<file path="config.mk">
export PLATFORM = sky130hd
export DESIGN_NAME = chacha20_stream_cipher_core
export DESIGN_NICKNAME = d
export VERILOG_FILES = /design/src/sv/cc20_pkg.sv /design/src/sv/chacha20_stream_cipher_core.sv /design/src/sv/cc20_ram.sv /design/src/sv/cc20_arx.sv
export SDC_FILE = /design/constraint.sdc
export NUM_CORES = 2
export LEC_CHECK = 0
export ABC_AREA = 1
export CAP_MARGIN = 20
export CORE_UTILIZATION = 41
export DETAILED_ROUTE_END_ITERATION = 7
export DONT_BUFFER_PORTS = 1
export GPL_TIMING_DRIVEN = 0
export PLACE_DENSITY_LB_ADDON = 0.25
export SYNTH_ARGS = -nofsm -noshare
export SYNTH_HDL_FRONTEND = slang
export SYNTH_HIERARCHICAL = 1
export SYNTH_SLANG_ARGS = --single-unit
</file>
<file path="constraint.sdc">
create_clock -name clk -period 32.9 [get_ports clk]
set_clock_uncertainty 0.05 [all_clocks]
set_input_delay 4.935 -clock clk [delete_from_list [all_inputs] [get_ports clk]]
set_output_delay 4.935 -clock clk [all_outputs]
set_load 0.01 [all_outputs]
</file>
<file path="src/sv/cc20_pkg.sv">
`timescale 1ns / 1ps

package cc20_pkg;

    localparam int CFG_IDX_W  = 3;
    localparam int CFG_DATA_W = 64;

    localparam logic [CFG_IDX_W-1:0] CFG_KEY_WORD0       = 3'd0;
    localparam logic [CFG_IDX_W-1:0] CFG_KEY_WORD1       = 3'd1;
    localparam logic [CFG_IDX_W-1:0] CFG_KEY_WORD2       = 3'd2;
    localparam logic [CFG_IDX_W-1:0] CFG_KEY_WORD3       = 3'd3;
    localparam logic [CFG_IDX_W-1:0] CFG_NONCE_LOW       = 3'd4;
    localparam logic [CFG_IDX_W-1:0] CFG_NONCE_HIGH      = 3'd5;
    localparam logic [CFG_IDX_W-1:0] CFG_INITIAL_COUNTER = 3'd6;

    // "expand 32-byte k" as four little-endian words.
    localparam logic [31:0] SIGMA0 = 32'h6170_7865;
    localparam logic [31:0] SIGMA1 = 32'h3320_646e;
    localparam logic [31:0] SIGMA2 = 32'h7962_2d32;
    localparam logic [31:0] SIGMA3 = 32'h6b20_6574;

    localparam int DOUBLE_ROUNDS = 10;

    typedef logic [3:0][63:0] key_t;
    typedef logic [15:0][31:0] block_t;

    typedef enum logic [2:0] {
        ST_IDLE,
        ST_ROUND,
        ST_FINAL,
        ST_READ,
        ST_DATA
    } state_t;

    typedef enum logic [1:0] {
        ROT16,
        ROT12,
        ROT8,
        ROT7
    } rot_t;

    // Word idx of the initial block state.
    function automatic logic [31:0] init_word(
        input logic [3:0]  idx,
        input key_t        key,
        input logic [63:0] nonce_lo,
        input logic [31:0] nonce_hi,
        input logic [31:0] ctr
    );
        logic [31:0] w;
        case (idx)
            4'd0:    w = SIGMA0;
            4'd1:    w = SIGMA1;
            4'd2:    w = SIGMA2;
            4'd3:    w = SIGMA3;
            4'd4:    w = key[0][31:0];
            4'd5:    w = key[0][63:32];
            4'd6:    w = key[1][31:0];
            4'd7:    w = key[1][63:32];
            4'd8:    w = key[2][31:0];
            4'd9:    w = key[2][63:32];
            4'd10:   w = key[3][31:0];
            4'd11:   w = key[3][63:32];
            4'd12:   w = ctr;
            4'd13:   w = nonce_lo[31:0];
            4'd14:   w = nonce_lo[63:32];
            4'd15:   w = nonce_hi;
            default: w = '0;
        endcase
        return w;
    endfunction

endpackage

</file>
<file path="src/sv/chacha20_stream_cipher_core.sv">
// A byte from the stored keystream block goes through ST_READ and ST_DATA to the
// output register once its request is accepted; a byte that opens a new block first
// goes through ST_ROUND (ARX steps, one add-xor-rotate per cycle in the shared unit)
// and ST_FINAL (16 feed-forward adds). ST_DATA waits while an earlier result is not
// taken; requests are accepted only in ST_IDLE. Reset clears control and configuration
// asynchronously; the keystream RAM is not cleared, as position 0 always refills it.
`timescale 1ns / 1ps

module chacha20_stream_cipher_core (
    input  logic                               clk,
    input  logic                               rst_n,
    input  logic                               cfg_we,
    input  logic [cc20_pkg::CFG_IDX_W-1:0]     cfg_index,
    input  logic [cc20_pkg::CFG_DATA_W-1:0]    cfg_data,
    input  logic                               data_valid,
    output logic                               data_ready,
    input  logic [7:0]                         data_in,
    input  logic                               restart,
    output logic                               result_valid,
    input  logic                               result_ready,
    output logic [7:0]                         data_out
);

    import cc20_pkg::*;

    state_t      state_reg, state_next;
    block_t      w_reg, w_next, w_upd;
    logic [1:0]  step_reg, step_next;
    logic [2:0]  qr_reg, qr_next;
    logic [3:0]  dr_reg, dr_next;
    logic [3:0]  fin_reg, fin_next;
    logic [5:0]  pos_reg, pos_next;
    logic [31:0] ctr_reg, ctr_next;
    logic [7:0]  din_reg, din_next;
    logic        out_valid_reg, out_valid_next;
    logic [7:0]  out_data_reg, out_data_next;

    key_t        key_reg;
    logic [63:0] nonce_lo_reg;
    logic [31:0] nonce_hi_reg;
    logic [31:0] init_ctr_reg;

    logic [31:0] arx_p, arx_q, arx_s, arx_sum, arx_mix;
    rot_t        arx_rot;
    logic [1:0]  rot_amt [4];

    logic        accept;
    logic [5:0]  eff_pos;
    logic [31:0] eff_ctr;
    logic [31:0] ram_rdata;
    logic [7:0]  byte_sel;

    // Configuration registers.
    always_ff @(posedge clk or negedge rst_n)
    begin
        if (!rst_n)
        begin
            key_reg      <= '0;
            nonce_lo_reg <= '0;
            nonce_hi_reg <= '0;
            init_ctr_reg <= '0;
        end
        else if (cfg_we)
        begin
            case (cfg_index)
                CFG_KEY_WORD0:       key_reg[0]   <= cfg_data;
                CFG_KEY_WORD1:       key_reg[1]   <= cfg_data;
                CFG_KEY_WORD2:       key_reg[2]   <= cfg_data;
                CFG_KEY_WORD3:       key_reg[3]   <= cfg_data;
                CFG_NONCE_LOW:       nonce_lo_reg <= cfg_data;
                CFG_NONCE_HIGH:      nonce_hi_reg <= cfg_data[31:0];
                CFG_INITIAL_COUNTER: init_ctr_reg <= cfg_data[31:0];
                default:             ;
            endcase
        end
    end

    always_ff @(posedge clk or negedge rst_n)
    begin
        if (!rst_n)
        begin
            state_reg     <= ST_IDLE;
            step_reg      <= '0;
            qr_reg        <= '0;
            dr_reg        <= '0;
            fin_reg       <= '0;
            pos_reg       <= '0;
            ctr_reg       <= '0;
            out_valid_reg <= 1'b0;
        end
        else
        begin
            state_reg     <= state_next;
            step_reg      <= step_next;
            qr_reg        <= qr_next;
            dr_reg        <= dr_next;
            fin_reg       <= fin_next;
            pos_reg       <= pos_next;
            ctr_reg       <= ctr_next;
            out_valid_reg <= out_valid_next;
        end
    end

    always_ff @(posedge clk)
    begin
        w_reg        <= w_next;
        din_reg      <= din_next;
        out_data_reg <= out_data_next;
    end

    // The quarter round always works on column 0; the rows are rotated after
    // each quarter round so that the next column (or diagonal) moves into place.
    always_comb
    begin
        arx_p   = w_reg[0];
        arx_q   = w_reg[4];
        arx_s   = w_reg[12];
        arx_rot = ROT16;
        case (state_reg)
            ST_ROUND:
            begin
                case (step_reg)
                    2'd0:
                    begin
                        arx_p = w_reg[0];  arx_q = w_reg[4];  arx_s = w_reg[12];
                        arx_rot = ROT16;
                    end
                    2'd1:
                    begin
                        arx_p = w_reg[8];  arx_q = w_reg[12]; arx_s = w_reg[4];
                        arx_rot = ROT12;
                    end
                    2'd2:
                    begin
                        arx_p = w_reg[0];  arx_q = w_reg[4];  arx_s = w_reg[12];
                        arx_rot = ROT8;
                    end
                    default:
                    begin
                        arx_p = w_reg[8];  arx_q = w_reg[12]; arx_s = w_reg[4];
                        arx_rot = ROT7;
                    end
                endcase
            end
            ST_FINAL:
            begin
                arx_p = w_reg[0];
                arx_q = init_word(fin_reg, key_reg, nonce_lo_reg, nonce_hi_reg, ctr_reg);
            end
            default:
            begin
                arx_p = w_reg[0];
            end
        endcase
    end

    cc20_arx u_arx (
        .p   (arx_p),
        .q   (arx_q),
        .s   (arx_s),
        .rot (arx_rot),
        .sum (arx_sum),
        .mix (arx_mix)
    );

    // Row r turns left by one word after every quarter round. At the end of the
    // column round it turns r further to diagonalise, and at the end of the
    // diagonal round r less to restore the column order.
    always_comb
    begin
        for (int r = 0; r < 4; r++)
        begin
            if (qr_reg[1:0] != 2'd3)
            begin
                rot_amt[2'(r)] = 2'd1;
            end
            else if (qr_reg[2])
            begin
                rot_amt[2'(r)] = 2'd1 - 2'(r);
            end
            else
            begin
                rot_amt[2'(r)] = 2'd1 + 2'(r);
            end
        end
    end

    always_comb
    begin
        w_upd = w_reg;
        if (!step_reg[0])
        begin
            w_upd[0]  = arx_sum;
            w_upd[12] = arx_mix;
        end
        else
        begin
            w_upd[8] = arx_sum;
            w_upd[4] = arx_mix;
        end
    end

    assign accept  = data_valid && data_ready;
    assign eff_pos = restart ? 6'd0 : pos_reg;
    assign eff_ctr = restart ? init_ctr_reg : ctr_reg;
    assign byte_sel = 8'(ram_rdata >> {pos_reg[1:0], 3'b000});

    always_comb
    begin
        state_next     = state_reg;
        w_next         = w_reg;
        step_next      = step_reg;
        qr_next        = qr_reg;
        dr_next        = dr_reg;
        fin_next       = fin_reg;
        pos_next       = pos_reg;
        ctr_next       = ctr_reg;
        din_next       = din_reg;
        out_valid_next = out_valid_reg && !result_ready;
        out_data_next  = out_data_reg;
        data_ready     = 1'b0;

        case (state_reg)
            ST_IDLE:
            begin
                data_ready = 1'b1;
                if (accept)
                begin
                    din_next = data_in;
                    pos_next = eff_pos;
                    ctr_next = eff_ctr;
                    if (eff_pos == 6'd0)
                    begin
                        for (int i = 0; i < 16; i++)
                        begin
                            w_next[4'(i)] = init_word(4'(i), key_reg, nonce_lo_reg,
                                                      nonce_hi_reg, eff_ctr);
                        end
                        step_next  = '0;
                        qr_next    = '0;
                        dr_next    = '0;
                        state_next = ST_ROUND;
                    end
                    else
                    begin
                        state_next = ST_READ;
                    end
                end
            end
            ST_ROUND:
            begin
                step_next = step_reg + 2'd1;
                if (step_reg != 2'd3)
                begin
                    w_next = w_upd;
                end
                else
                begin
                    for (int r = 0; r < 4; r++)
                    begin
                        for (int c = 0; c < 4; c++)
                        begin
                            w_next[4'(4 * r + c)] =
                                w_upd[{2'(r), 2'(2'(c) + rot_amt[2'(r)])}];
                        end
                    end
                    qr_next = qr_reg + 3'd1;
                    if (qr_reg == 3'd7)
                    begin
                        dr_next = dr_reg + 4'd1;
                        if (dr_reg == 4'(DOUBLE_ROUNDS - 1))
                        begin
                            dr_next    = '0;
                            fin_next   = '0;
                            state_next = ST_FINAL;
                        end
                    end
                end
            end
            ST_FINAL:
            begin
                // Word fin_reg sits at position 0; the sum goes to the RAM.
                w_next   = {w_reg[0], w_reg[15:1]};
                fin_next = fin_reg + 4'd1;
                if (fin_reg == 4'hf)
                begin
                    ctr_next   = ctr_reg + 32'd1;
                    state_next = ST_READ;
                end
            end
            ST_READ:
            begin
                state_next = ST_DATA;
            end
            ST_DATA:
            begin
                if (!out_valid_reg || result_ready)
                begin
                    out_valid_next = 1'b1;
                    out_data_next  = din_reg ^ byte_sel;
                    pos_next       = pos_reg + 6'd1;
                    state_next     = ST_IDLE;
                end
            end
            default:
            begin
                state_next = ST_IDLE;
            end
        endcase
    end

    cc20_ram #(
        .WIDTH (32),
        .DEPTH (16)
    ) u_keystream (
        .clk   (clk),
        .we    (state_reg == ST_FINAL),
        .waddr (fin_reg),
        .wdata (arx_sum),
        .re    (state_reg == ST_READ),
        .raddr (pos_reg[5:2]),
        .rdata (ram_rdata)
    );

    assign result_valid = out_valid_reg;
    assign data_out     = out_data_reg;

    a_restart_reload: assert property (
        @(posedge clk) disable iff (!rst_n)
        (accept && restart) |=> (pos_reg == 6'd0 && ctr_reg == $past(init_ctr_reg))
    ) else $error("restart did not reload counter and position");

    a_mid_block_no_rounds: assert property (
        @(posedge clk) disable iff (!rst_n)
        (accept && !restart && pos_reg != 6'd0) |=> (state_reg == ST_READ)
    ) else $error("new block started away from position zero");

    a_counter_step: assert property (
        @(posedge clk) disable iff (!rst_n)
        (state_reg == ST_FINAL && fin_reg == 4'hf) |=> (ctr_reg == $past(ctr_reg) + 32'd1)
    ) else $error("block counter not advanced after a block");

endmodule

</file>
<file path="src/sv/cc20_ram.sv">
`timescale 1ns / 1ps

module cc20_ram #(
    parameter int WIDTH = 32,
    parameter int DEPTH = 16
) (
    input  logic                     clk,
    input  logic                     we,
    input  logic [$clog2(DEPTH)-1:0] waddr,
    input  logic [WIDTH-1:0]         wdata,
    input  logic                     re,
    input  logic [$clog2(DEPTH)-1:0] raddr,
    output logic [WIDTH-1:0]         rdata
);

    logic [WIDTH-1:0] mem [DEPTH];
    logic [WIDTH-1:0] rdata_reg;

    always_ff @(posedge clk)
    begin
        if (we)
        begin
            mem[waddr] <= wdata;
        end
        if (re)
        begin
            rdata_reg <= mem[raddr];
        end
    end

    assign rdata = rdata_reg;

endmodule

</file>
<file path="src/sv/cc20_arx.sv">
`timescale 1ns / 1ps

module cc20_arx (
    input  logic               [31:0] p,
    input  logic               [31:0] q,
    input  logic               [31:0] s,
    input  cc20_pkg::rot_t            rot,
    output logic               [31:0] sum,
    output logic               [31:0] mix
);

    import cc20_pkg::*;

    logic [31:0] x;

    assign sum = p + q;
    assign x   = s ^ sum;

    always_comb
    begin
        case (rot)
            ROT16:   mix = {x[15:0], x[31:16]};
            ROT12:   mix = {x[19:0], x[31:20]};
            ROT8:    mix = {x[23:0], x[31:24]};
            ROT7:    mix = {x[24:0], x[31:25]};
            default: mix = x;
        endcase
    end

endmodule
</file>
==> reports/results.ini <==
[run_status]
run_status = complete, no violations

[sta]
drv_slew = 0
hold_viol_final = 0
period_share = 0.262
hold_ws_ns = 0.432
setup_viol = 0
maxSlewHeadroom = 0.0748
rsz0062_at_grt = false
tightest_slew_ns = 1.39
setup_ws_ns = 24.30
max_freq_ghz = 0.116
fin_crit_ns = 8.60
finalSetupTns_ns = 0

[place]
detailedPlace.worstSlack_ns = 24.76
dp_hpwl_um = 269000
gp_congestion = 1.05
io_buffer_count = 0

[setup_path]
reg2reg_to = w_reg[248]
critPathSlowestCell = xor2_4
critPathCaptureType = flip-flop
worstPathMaxFanout = 20
crit_end = w_reg[248]
reg2reg_depth = 34
critical_path_arrival_ns = 9.08
crit_path_start = fin_reg[0]
rr_startpoint = fin_reg[0]
crit_family = simple AND/OR/NAND/NOR gates
rrSetupSlack_ns = 24.30
crit_path_frequent_cell = nand2_1
crit_type = flip-flop to flip-flop
cp.depth = 34
worst-path-buf-inv = 6
cp-start-kind = flip-flop
cp_data_required_time_ns = 33.37
max_stage_delay_ns = 0.81

[synthesis]
syn_avg_cell_area_sq_um = 8.59
synthArstFlopShare = 0.291
netlist-cell-type-count = 49
syn_area_sq_mm = 0.0747
synth_edf_count = 1072
synth_nets = 8822
yosys.area.top_type_share = 0.431
synth_area_leaders = edfxtp_1 43%, dfrtp_1 15%, nand2_1 14%
synthCells = 8693
yosys.area.top_type = edfxtp_1
ys_seq_elements = 1511
yosys_warnings = 6
ys_seq_area_frac = 0.578
ys.flop_type = edfxtp_1

[finish]
multi_input_area_sq_mm = 0.0255
seq_area_sq_mm = 0.0432
final_util = 0.471
syn_to_final_growth_pct = 14.1
fillers = 17600
nets = 9056
final_layout_size_suffix_gt1_frac = 0.0668

[routing]
drtIter0Drc = 8746
vias = 65400
vias_per_cell = 5.71
ant_nets = 0
post-route-drc-count = 0
wl_per_cell_um = 30.8
drt_wl_total_um = 352000
dr.pass1.iters = 7

[die]
row_count = 156
ios = 91
die_x_um = 429
die-area_sq_mm = 0.184
initial_utilization = 0.413
core_area_sq_mm = 0.181
fp.dieH_um = 429

[cts]
cts_tree = done
cts_buffer_depth = 3
cts_setup_buffers = 0
cts_sinks = 1511
clk_pin_slew_ns = 0.06
cts_made_buffers = 170
postCtsHoldBufs = 0
clkLatencyLatePin_ns = 0.85
clockRootBuffer = clkbuf_16
post_cts_resize_count = 0
h-tree-depth = 4

[global_routing]
grt_pass1_vias = 61000
grt-ovfl-total = 0
grt_max_degree = 440
grt_first_pass_wirelength_um = 481000
grt_util_all_layers = 0.377
antenna_found_initial = 34

[hold_path]
min_path_type = flip-flop to flip-flop
hold_depth = 2

[run]
cap_violations = 0

[metal layers]
layer  vias up  track usage  wire length (um)
met4        10        0.193             19900
met3       704       0.0935             36000
li1      28700            -                 -
met2      3641        0.562            153000
met1     32400        0.508            144000
met5         -            0                62
[Yosys cell counts, drive strengths merged, types with 3 or more instances]
library cell / n
a21oi: 170
a22oi: 19
and2: 5
buf: 222
clkbuf: 238
dfrtp: 439
edfxtp: 1072
ha: 47
inv: 1108
mux2i: 34
nand2: 2791
nand3: 773
nand3b: 21
nand4: 97
nor2: 644
nor3: 12
o2111ai: 3
o211ai: 45
o21ai: 810
o21bai: 3
o221ai: 5
o22ai: 43
or2: 42
xnor2: 8
xor2: 32
[worst min path at each step]
stage / from / to
global route: key_reg[132] / key_reg[132]
finish: nonce_lo_reg[54] / nonce_lo_reg[54]
detailed placement: init_ctr_reg[5] / init_ctr_reg[5]
global placement: init_ctr_reg[3] / init_ctr_reg[3]
CTS: init_ctr_reg[5] / init_ctr_reg[5]
floorplan: init_ctr_reg[20] / init_ctr_reg[20]
[metrics by stage]
stage	area, sq um	cells
finish	85200	11500
CTS	85000	11400
global route	85100	11400
floorplan	74700	8693
global placement	77600	11100
detailed placement	79100	11100
[layout by cell type, fill, tap and decap left out, types with 41 or more instances in the layout]
master        n
a21oi_1     169
buf_1        41
buf_2       136
clkbuf_1    276
clkbuf_16   175
dfrtp_1     439
edfxtp_1   1072
ha_1         47
inv_1      1101
nand2_1    2779
nand3_1     773
nand4_1      97
nor2_1      618
o211ai_1     45
o21ai_0     807
o22ai_1      43
or2_2        42
[cells by family after synthesis]
family          count (synthesis)  share of synthesized area
simple gates                 4386                      0.241
buf+inv                      1569                     0.0854
flops                        1511                      0.578
compound gates               1105                     0.0778
fa+ha+maj                      48                    0.00814
xor+xnor                       40                    0.00509
mux                            34                    0.00456
[worst register-to-register path, delay by kind of cell, from the launching register on]
family	cells	cell delay [ns]
flip-flops	1	0.52
AO/OA/AOI/OAI	3	0.55
adder cells (fa/ha/maj)	3	1.18
XOR/XNOR	1	0.81
AND/OR/NAND/NOR	21	3.54
buffers and inverters	6	1.63
[cell type report]
| type | instances | area share |
|---|---|---|
| Clock inverter | 78 | 0.0115 |
| Multi-Input combinational cell | 5613 | 0.299 |
| Clock buffer | 236 | 0.0567 |
| Antenna cell | 12 | 0.000353 |
| Timing Repair Buffer | 62 | 0.0155 |
| Sequential cell | 1511 | 0.507 |
| Buffer | 460 | 0.0259 |
| Tap cell | 2370 | 0.0348 |
| Inverter | 1109 | 0.0489 |
Power is left out: the tool's default activity adds up to more than one toggle a clock period on the data nets, which glitch-free logic cannot reach.
